$ cat config.mk
export PLATFORM = sky130hd
export DESIGN_NAME = tpb_isqrt
export DESIGN_NICKNAME = d
export VERILOG_FILES = /design/src/hw/rtl/tpb_pkg.sv /design/src/hw/rtl/tpb_isqrt.sv
export SDC_FILE = /design/constraint.sdc
export NUM_CORES = 1
export LEC_CHECK = 0
export BUFFER_PORTS_ARGS = -buffer_cell sky130_fd_sc_hd__buf_4
export CORE_MARGIN = 5
export CORE_UTILIZATION = 58
export CTS_CLUSTER_SIZE = 20
export DETAILED_ROUTE_END_ITERATION = 10
export PLACE_DENSITY = 0.91
export SYNTH_ARGS = -nofsm -noshare
export SYNTH_HDL_FRONTEND = slang
export SYNTH_SLANG_ARGS = --single-unit
$ cat constraint.sdc
create_clock -name clock -period 6.4 [get_ports clock]
set_input_delay 0 -clock clock [delete_from_list [all_inputs] [get_ports clock]]
set_output_delay 0 -clock clock [all_outputs]
set_load 0.02 [all_outputs]
$ cat src/hw/rtl/tpb_pkg.sv
package tpb_pkg;

   localparam int COORD_BITS_DEF = 32;
   localparam int FRAC_BITS_DEF  = 16;

   localparam int COEF_W     = 32;
   localparam int CFG_DATA_W = 64;
   localparam int CFG_REGS   = 6;
   localparam int CFG_ADDR_W = 6;
   localparam int CFG_IDX_LSB = 3;
   localparam int CFG_IDX_W  = CFG_ADDR_W - CFG_IDX_LSB;

   localparam int MUL_W    = 33;
   localparam int PROD_W   = 2 * MUL_W;
   localparam int DIST_W   = 64;
   localparam int ROOT_W   = 32;
   localparam int RADIUS_W = 31;

   typedef enum logic [CFG_IDX_W-1:0] {
      REG_X_XY = 3'd0,
      REG_X_ZT = 3'd1,
      REG_Y_XY = 3'd2,
      REG_Y_ZT = 3'd3,
      REG_Z_XY = 3'd4,
      REG_Z_ZT = 3'd5
   } cfg_reg_type;

endpackage

$ cat src/hw/rtl/tpb_isqrt.sv
module tpb_isqrt
   import tpb_pkg::*;
(
   input  logic                clock,
   input  logic                reset,
   input  logic                start,
   input  logic [DIST_W-1:0]   value,
   output logic                done,
   output logic [ROOT_W-1:0]   root
);

   localparam int CNT_W = $clog2(ROOT_W);
   localparam logic [CNT_W-1:0] LAST_STEP = CNT_W'(ROOT_W - 1);

   logic              busy_ff, busy_in;
   logic              done_ff, done_in;
   logic [CNT_W-1:0]  cnt_ff, cnt_in;
   logic [DIST_W-1:0] val_ff, val_in;
   logic [ROOT_W+1:0] rem_ff, rem_in;
   logic [ROOT_W-1:0] root_ff, root_in;
   logic [ROOT_W+1:0] shifted;
   logic [ROOT_W+1:0] trial;

   // one result bit per cycle, restoring digit recurrence
   always_comb begin
      busy_in = busy_ff;
      done_in = 1'b0;
      cnt_in  = cnt_ff;
      val_in  = val_ff;
      rem_in  = rem_ff;
      root_in = root_ff;
      shifted = {rem_ff[ROOT_W-1:0], val_ff[DIST_W-1:DIST_W-2]};
      trial   = {root_ff, 2'b01};
      if (start) begin
         busy_in = 1'b1;
         cnt_in  = '0;
         val_in  = value;
         rem_in  = '0;
         root_in = '0;
      end else if (busy_ff) begin
         val_in = {val_ff[DIST_W-3:0], 2'b00};
         if (shifted >= trial) begin
            rem_in  = shifted - trial;
            root_in = {root_ff[ROOT_W-2:0], 1'b1};
         end else begin
            rem_in  = shifted;
            root_in = {root_ff[ROOT_W-2:0], 1'b0};
         end
         cnt_in = cnt_ff + 1'b1;
         if (cnt_ff == LAST_STEP) begin
            busy_in = 1'b0;
            done_in = 1'b1;
         end
      end
   end

   always_ff @(posedge clock) begin
      if (reset) begin
         busy_ff <= 1'b0;
         done_ff <= 1'b0;
         cnt_ff  <= '0;
      end else begin
         busy_ff <= busy_in;
         done_ff <= done_in;
         cnt_ff  <= cnt_in;
      end
      val_ff  <= val_in;
      rem_ff  <= rem_in;
      root_ff <= root_in;
   end

   assign done = done_ff;
   assign root = root_ff;

endmodule

; ---- Yosys cells after proc, flatten, opt, wreduce, memory -nomap -nowiden
; Index checks and enable logic that the tools add are counted.
[op_classes]
n_lt_le_gt_ge = 1
eq_ne = 1
n_bitwise = 1
mux = 8
reduce_logical = 3
n_addsub = 2
[op_table]
columns = op, n
row1 = $mux 64, 2
row2 = $ge 34x34->1, 1
row3 = $mux 32, 1
row4 = $sub 32x32->32, 1
row5 = $add 5x1->5 const B, 1
row6 = $eq 5x5->1 const B, 1
row7 = $mux 1, 5
row8 = $reduce_or 3->1, 1
row9 = $reduce_bool 2->1, 1
row10 = $reduce_or 2->1, 1
row11 = $not 1->1, 1
[word_totals]
inputBits = 67
wordCells = 22
register_bits = 135
out_inout_bits = 33

; ---- Logic depth before layout (Yosys ltp)
; Gate-level depths: netlist of run 1.
[logic_depth]
word_depth = 4
ltp_mapped = 12
ltp_nobuf = 10

; ---- Least setup slack after synthesis of run 1
; No wires, ideal clock.
[synth_path]
path_type = register to register
startpoint = reg root_ff[10] (netlist: root[10])
endpoint = reg rem_ff[24]
n_path_buf = 2
synth_period_minus_slack_ns = 2.776
arrival_ns = 2.703
required_time_ns = 6.327
path_slack_ns = 3.624
path_stages_with_launch = 13
setup_time_ns = 0.073
path_cell_list = dfxtp_1 inv_1 ha_1 buf_4 a21oi_4 a21oi_1 o21a_1 a211o_2 a31oi_4 o311ai_4 buf_6 or3_1 o211ai_2
[synth_between]
elab_chain_len = 2
elab_cells_between_ends = 3
classes_between = 1 x add/sub / 1 x order compare / 1 x mux
[synth_lines]
columns = item, line_no
row1 = from (decl), tpb_isqrt.sv:20  ; logic [ROOT_W-1:0] root_ff, root_in;
row2 = from (signal assigned), tpb_isqrt.sv:69  ; root_ff <= root_in;
row3 = $sub 32x32->32 or $ge 34x34->1 (tied branches), "tpb_isqrt.sv:43, tpb_isqrt.sv:42"
row4 = $mux 32 *, tpb_isqrt.sv:42  ; if (shifted >= trial) begin
row5 = to (signal assigned), tpb_isqrt.sv:68  ; rem_ff <= rem_in;
row6 = to (decl), tpb_isqrt.sv:19  ; logic [ROOT_W+1:0] rem_ff, rem_in;
; Every way passes the cells marked *; elsewhere a longest branch is shown, timed or not.
; A chain may end at the register's enable or synchronous reset.

; ---- Final worst setup path of run 1
[layout_path]
startpoint = reg root_ff[14] (netlist: root[14])
endpoint = reg rem_ff[1]
[layout_between]
elab_chain_len = 2
[layout_lines]
columns = item, line_no
row1 = $ge 34x34->1, tpb_isqrt.sv:42
row2 = $mux 32, tpb_isqrt.sv:42
; Every way passes these cells.

==> results.ini, run 1 <==
[clock_network]
cts_tree=yes
root_buffer=clkbuf_16
cts.htree.levels=4
cts_num_sinks=135
worstSkewPairLatency_ns=0.44
clkTransAtPathRegs_ns=0.07
cts_buffers=17
cts_resized=0
clock_path_buffers=2

[global_route]
grt_max_degree=86
grt_pass1_wl_um=34400
grt_overflow=0
track_usage=0.277
antenna_found_initial=0
grt_pass1_vias=6502

[timing]
fin_hold_ws_ns=0.0561
tns_ns=0
fmax_mhz=264
drv_slew=0
rsz0062_at_grt=false
timing.final.crit_share=0.592
setup_viol=0
tightest_slew_ns=0.973
hold_viol_final=0
fin_ws_ns=2.61
period_minus_slack_ns=3.79
clock_skew_ns=0.0163
slew-limit-headroom=0.351

[layout]
final.fill_count=778
instances_no_fill=1064
diodes=0
fin_nets=982
drive_gt1_frac=0.252
area_delta_synth_final_pct=27.0

[hold_path]
whs_path_depth=2
min-delay-start=start
hold_class=in2reg
whs_endpoint=root[26]$_SDFFE_PP0P_

[yosys]
ys_ff_latch=135
synth_seq_area_share=0.439
synth_area_leader_cell=edfxtp_1
synthXorXnorAreaFrac=0.0322
synth_compound_area_frac=0.145
syn_inst=737
async_flop_share=0
ys.flop_type=dfxtp_1
synth_cell_type_count=71
ys_warn_count=0
yosysTopAreaCellShare=0.252
synthTopCellsByCount=nor2_1 (84), dfxtp_1 (71), edfxtp_1 (64), mux2_2 (64), mux2i_1 (51)
synthAdderAreaFrac=0.0591
synth_area_leaders=edfxtp_1 (25%), dfxtp_1 (19%), mux2_2 (9.5%)
muxShareOfSynthArea=0.162
synth_enable_flop_cells=64
synth-simple-area-share=0.115
syn_nets=840
post-synth-top-count-cell=nor2_1
synth_top_family_by_area=multiplexers
syn_avg_cell_area_um2=10.3
syn-cell-area_um2=7620

[route]
m1WireLength_um=8100
wl_met3_um=1430
routed.top_layer=met4
drtPass1Iterations=6
routed_wl_um=21600
drt_iter0_markers=508
wl_per_cell_um=20.3
vias=6343
ant_nets=0
drc=0
viasPerCell=5.96
dr_wl_met2_um=11000

[outcome]
status=complete, no violations

[floorplanning]
start_util=0.596
die_x_um=125
rows=41
die_h_um=125
dieArea_um2=15500
io_pins=100
core_um2=12800

[worst_setup_path]
crit_fanout=26
cp_data_arrival_time_ns=4.13
worstSetupPathType=reg2reg
reg2reg_slack_ns=2.61
reg2reg_from=root[14]$_SDFFE_PP0P_
worstReg2RegEnd=rem_ff[1]$_SDFFE_PP0P_
critPathLaunchType=flop
cp.required_ns=6.74
rr_worst_depth=11
cp-end-kind=flop

[placement]
dp_cells=967
gp_congestion=0.912
port_buffers=99
dp_hpwl_um=11600
dp_slack_ns=2.72

[power]
p_per_area_nw_per_um2=426
irDropWorstVdd_mv=0.306
p_leak_nw=3.99

[run]
maxCapViolations=0

## worst max-delay path, cell delays in order, from the launching register on
cell and delay [ns]:
dfxtp_1 0.39, inv_1 0.06, ha_1 0.43, nand4_1 0.19
nor3_1 0.30, a21o_1 0.16, a211o_2 0.13, a31oi_4 0.12
o311ai_4 0.79, buf_4 0.49, mux2_2 0.39, a211oi_1 0.22
## what timing repair did
item,4_1_cts,5_1_grt
hold endpoints to repair,71,0
setup buffers,0,0
hold buffers,65,0
## per-layer routing
metal  vias to the layer above  GRT usage
met1                      2998      0.312
met2                       309      0.490
met5                         -          0
met4                         0      0.135
met3                        76     0.0660
li1                       2960          -
## kinds of logic (layout without fill, tap and decap cells)
logic type | count (synthesis) | in the layout
buffers and inverters | 86 | 241
adder cells (fa/ha/maj) | 36 | 36
flip-flops | 135 | 135
multiplexers | 115 | 115
AND/OR/NAND/NOR | 192 | 192
AO/OA/AOI/OAI | 145 | 145
XOR/XNOR | 28 | 28
## flip-flops by register name, summed over array words and instances, names as in the netlist
name / cells
rem_ff: 32
done: 1
busy_ff: 1
val_ff: 64
cnt_ff: 5
root: 32
## layout by cell type (no fill, tap or decap), types with 8 or more instances in the layout
cell,instances
inv_1,39
dlygate4sd3_1,65
xnor2_1,15
xor2_1,13
nor2_1,84
nand3_1,8
a21o_1,17
mux2i_1,51
buf_4,104
a211oi_1,23
mux2_2,64
nand2_1,44
dfxtp_1,70
clkbuf_16,17
nor3_1,8
a21oi_1,26
o21ai_0,18
ha_1,36
edfxtp_1,64
## worst max path at each step
stage,startpoint,cells after the start,endpoint,slack (ns)
after detailed placement,root[14]$_SDFFE_PP0P_,11,rem_ff[1]$_SDFFE_PP0P_,2.72
after global placement,root[10]$_SDFFE_PP0P_,11,rem_ff[1]$_SDFFE_PP0P_,2.85
after global routing,root[14]$_SDFFE_PP0P_,11,rem_ff[1]$_SDFFE_PP0P_,2.43
after floorplan,root[10]$_SDFFE_PP0P_,12,rem_ff[24]$_SDFFE_PP0P_,3.62
final,root[14]$_SDFFE_PP0P_,11,rem_ff[1]$_SDFFE_PP0P_,2.61
after CTS,root[14]$_SDFFE_PP0P_,11,rem_ff[1]$_SDFFE_PP0P_,2.69
## metrics by stage
step	util	power (mW)	instance area, um^2
after global placement	0.658	2.90	8400
after global routing	0.758	4.32	9680
after detailed placement	0.658	2.94	8400
after CTS	0.758	4.02	9680
final	0.758	4.12	9680
after floorplan	-	2.63	7620
## power breakdown
group | total (mW) | internal [mW] | leakage [nW] | switching (mW)
Sequential | 1.10 | 1.02 | 1.22 | 0.0814
Combinational | 1.96 | 0.842 | 2.46 | 1.12
Clock | 1.06 | 0.601 | 0.308 | 0.458
## layout make-up
cell class / instances / area, um^2 / share of cell area
sequential: 135 / 3350 / 0.346
tap: 172 / 215 / 0.0222
inverter: 40 / 150 / 0.0155
clock buffer: 17 / 425 / 0.0440
clock inverter: 15 / 196 / 0.0203
timing repair buffer: 169 / 1430 / 0.148
multi-input combinational: 516 / 3910 / 0.404
Note: power is estimated with default switching activity, not from simulation.
==> run 2, diff against run 1 <==
--- a/config.mk
+++ b/config.mk
@@ -5,12 +5,13 @@
 export SDC_FILE = /design/constraint.sdc
 export NUM_CORES = 1
 export LEC_CHECK = 0
+export ABC_AREA = 1
 export BUFFER_PORTS_ARGS = -buffer_cell sky130_fd_sc_hd__buf_4
 export CORE_MARGIN = 5
-export CORE_UTILIZATION = 58
+export CORE_UTILIZATION = 53
 export CTS_CLUSTER_SIZE = 20
 export DETAILED_ROUTE_END_ITERATION = 10
-export PLACE_DENSITY = 0.91
+export PLACE_DENSITY = 0.88
 export SYNTH_ARGS = -nofsm -noshare
 export SYNTH_HDL_FRONTEND = slang
 export SYNTH_SLANG_ARGS = --single-unit
==> constraint.sdc (replaced) <==
create_clock -name clock -period 3.2 [get_ports clock]
set_input_delay 0 -clock clock [delete_from_list [all_inputs] [get_ports clock]]
set_output_delay 0 -clock clock [all_outputs]
set_load 0.02 [all_outputs]
==> run 2 against run 1 <==
Against the previous run:
- critical path depth up 5
- critical endpoint is now rem_ff[30]$_SDFFE_PP0P_
- first-iteration DRC count is 8.7% higher
- core utilization fell by 8.3 points
- largest cell class unchanged
==> results.ini, run 2 <==
[yosys]
syn-cell-area_um2=8190
syn_nets=1266
synth_area_leaders=nand2_1 (24%), edfxtp_1 (23%), dfxtp_1 (17%)
synthTopCellsByCount=nand2_1 (533), inv_1 (158), nand3_1 (74)
async_flop_share=0
synth_cell_type_count=36
synth_enable_flop_cells=64
synth_seq_area_share=0.408
synth_area_leader_cell=nand2_1
yosysTopAreaCellShare=0.244
syn_inst=1163
post-synth-top-count-cell=nand2_1
ys.flop_type=dfxtp_1
ys_warn_count=0
syn_avg_cell_area_um2=7.04
ys_ff_latch=135

[route]
dr_wl_met2_um=11700
vias=8089
routed_wl_um=24200
drt_iter0_markers=552
viasPerCell=5.33
wl_met3_um=1900
wl_per_cell_um=16.0
routed.top_layer=met4
ant_nets=0
drtPass1Iterations=5
drc=0
m1WireLength_um=9780

[worst_setup_path]
critPathLaunchType=flop
cp.required_ns=3.53
worstSetupPathType=reg2reg
reg2reg_slack_ns=0.53
crit_fanout=33
reg2reg_from=root[6]$_SDFFE_PP0P_
cp_data_arrival_time_ns=3.00
cp-end-kind=flop
worstReg2RegEnd=rem_ff[30]$_SDFFE_PP0P_
rr_worst_depth=16

[global_route]
antenna_found_initial=1
grt_max_degree=67
grt_pass1_vias=8089
track_usage=0.275
grt_overflow=0
grt_pass1_wl_um=39700

[timing]
period_minus_slack_ns=2.67
slew-limit-headroom=0.241
clock_skew_ns=0.00923
tightest_slew_ns=1.14
tns_ns=0
hold_viol_final=0
rsz0062_at_grt=false
drv_slew=0
timing.final.crit_share=0.835
fmax_mhz=374
setup_viol=0
fin_ws_ns=0.529

[layout]
largest_reg_flops=64
stdcell_area_um2=10300
drive_gt1_frac=0.138
final_common_cell=nand2_1
area_delta_synth_final_pct=25.2
instances_no_fill=1518
regMostFlops=val_ff
final_cell_mix=nand2_1 (533), inv_1 (158), buf_4 (103)
fin_nets=1419

[clock_network]
clock_path_buffers=2
cts.htree.levels=4
worstSkewPairLatency_ns=0.43
postCtsSetupBuffers=0
cts_tree=yes
cts_buffers=17
root_buffer=clkbuf_16
clkTransAtPathRegs_ns=0.06
cts_num_sinks=135

[placement]
dp_hpwl_um=15000
port_buffers=99
dp_cells=1420
dp_slack_ns=0.561
place_area_um2=9020
gp_congestion=1.02

[floorplanning]
io_pins=100
start_util=0.539
die_x_um=134
die_h_um=134
rows=45
core_um2=15200
dieArea_um2=18000

[hold_path]
hold_class=in2reg
whs_endpoint=rem_ff[4]$_SDFFE_PP0P_
whs_path_depth=5
min-delay-start=start

[power]
irDropWorstVdd_mv=0.521
p_total_mw=9.62
p_per_area_nw_per_um2=939
p_leak_nw=5.30

[run]
maxCapViolations=0

[outcome]
status=complete, no violations

run 2: cell types whose count changed in the layout (fill, tap and decap cells not counted), moves of 17 or more:
| cell | before | now |
|---|---|---|
| a211oi_1 | 23 | 2 |
| a21o_1 | 17 | 0 |
| inv_1 | 39 | 158 |
| mux2_2 | 64 | 0 |
| mux2i_1 | 51 | 0 |
| nand2_1 | 44 | 533 |
| nand3_1 | 8 | 74 |
| nor2_1 | 84 | 38 |
| o22ai_1 | 3 | 31 |
run 2: final cells by class:
| type | instances | area [um^2] |
|---|---|---|
| Sequential cell | 135 | 3340 |
| Tap cell | 188 | 235 |
| Multi-Input combinational cell | 829 | 4030 |
| Clock buffer | 19 | 433 |
| Clock inverter | 13 | 148 |
| Inverter | 164 | 617 |
| Fill cell | 1212 | 4950 |
| Antenna cell | 1 | 2.50 |
| Timing Repair Buffer | 169 | 1440 |
run 2: cell families (layout without fill, tap and decap cells):
logic type | Yosys count | count (layout) | share of synthesized area
AOI/OAI and AO/OA | 62 | 62 | 0.0452
xor gates and xnor gates | 15 | 15 | 0.0160
adders and majority gates | 36 | 36 | 0.0550
buffers and inverters | 199 | 365 | 0.100
DFF | 135 | 135 | 0.408
other | 0 | 1 | 0
and+or+nand+nor | 716 | 716 | 0.375
run 2: metrics by stage:
step | hold slack [ns] | utilization
final | 0.158 | 0.675
after global routing | 0.192 | 0.675
after CTS | 0.142 | 0.674
after detailed placement | 0.186 | 0.593
after global placement | 0.184 | 0.593
after floorplan | 0.0761 | -
run 2: metal layers:
metal	up-vias	track usage
met2	368	0.472
met5	-	0
met4	0	0.131
met3	69	0.0589
met1	3691	0.329
li1	3961	-
run 2: worst max-delay path by stage:
stage / cells past startpoint / end / slack, ns / start
after floorplan: 3 / val_ff[0]$_SDFFCE_PN0P_ / 0.19 / busy_ff$_SDFF_PP0_
after detailed placement: 16 / rem_ff[30]$_SDFFE_PP0P_ / 0.56 / root[6]$_SDFFE_PP0P_
after global routing: 16 / rem_ff[29]$_SDFFE_PP0P_ / 0.26 / root[2]$_SDFFE_PP0P_
after global placement: 12 / rem_ff[30]$_SDFFE_PP0P_ / 0.65 / root[23]$_SDFFE_PP0P_
final: 16 / rem_ff[30]$_SDFFE_PP0P_ / 0.53 / root[6]$_SDFFE_PP0P_
after CTS: 16 / rem_ff[31]$_SDFFE_PP0P_ / 0.55 / root[7]$_SDFFE_PP0P_
run 2: where the power goes:
group          switching, mW  internal, mW  total [mW]
clock network          0.802          1.16        1.96
registers              0.124          2.03        2.16
logic                   3.72          1.79        5.51
total                   4.65          4.98        9.62
run 2: critical path, stage by stage, from the launching register on:
cell and delay [ns]:
dfxtp_1 0.33, inv_1 0.07, ha_1 0.36, nand2_2 0.17, inv_2 0.04, nand2_1 0.05
nand2_1 0.09, inv_2 0.06, nand3_2 0.13, nand2_4 0.10, nand2_4 0.05, nand2_4 0.35
nand2_4 0.34, nand2_1 0.24, nand2_1 0.07, nand2_1 0.07, nand2_1 0.04
run 2: repair_timing:
action,4_1_cts,5_1_grt
hold buffers,65,0
endpoints found under the hold margin,71,0
resized for setup,0,0
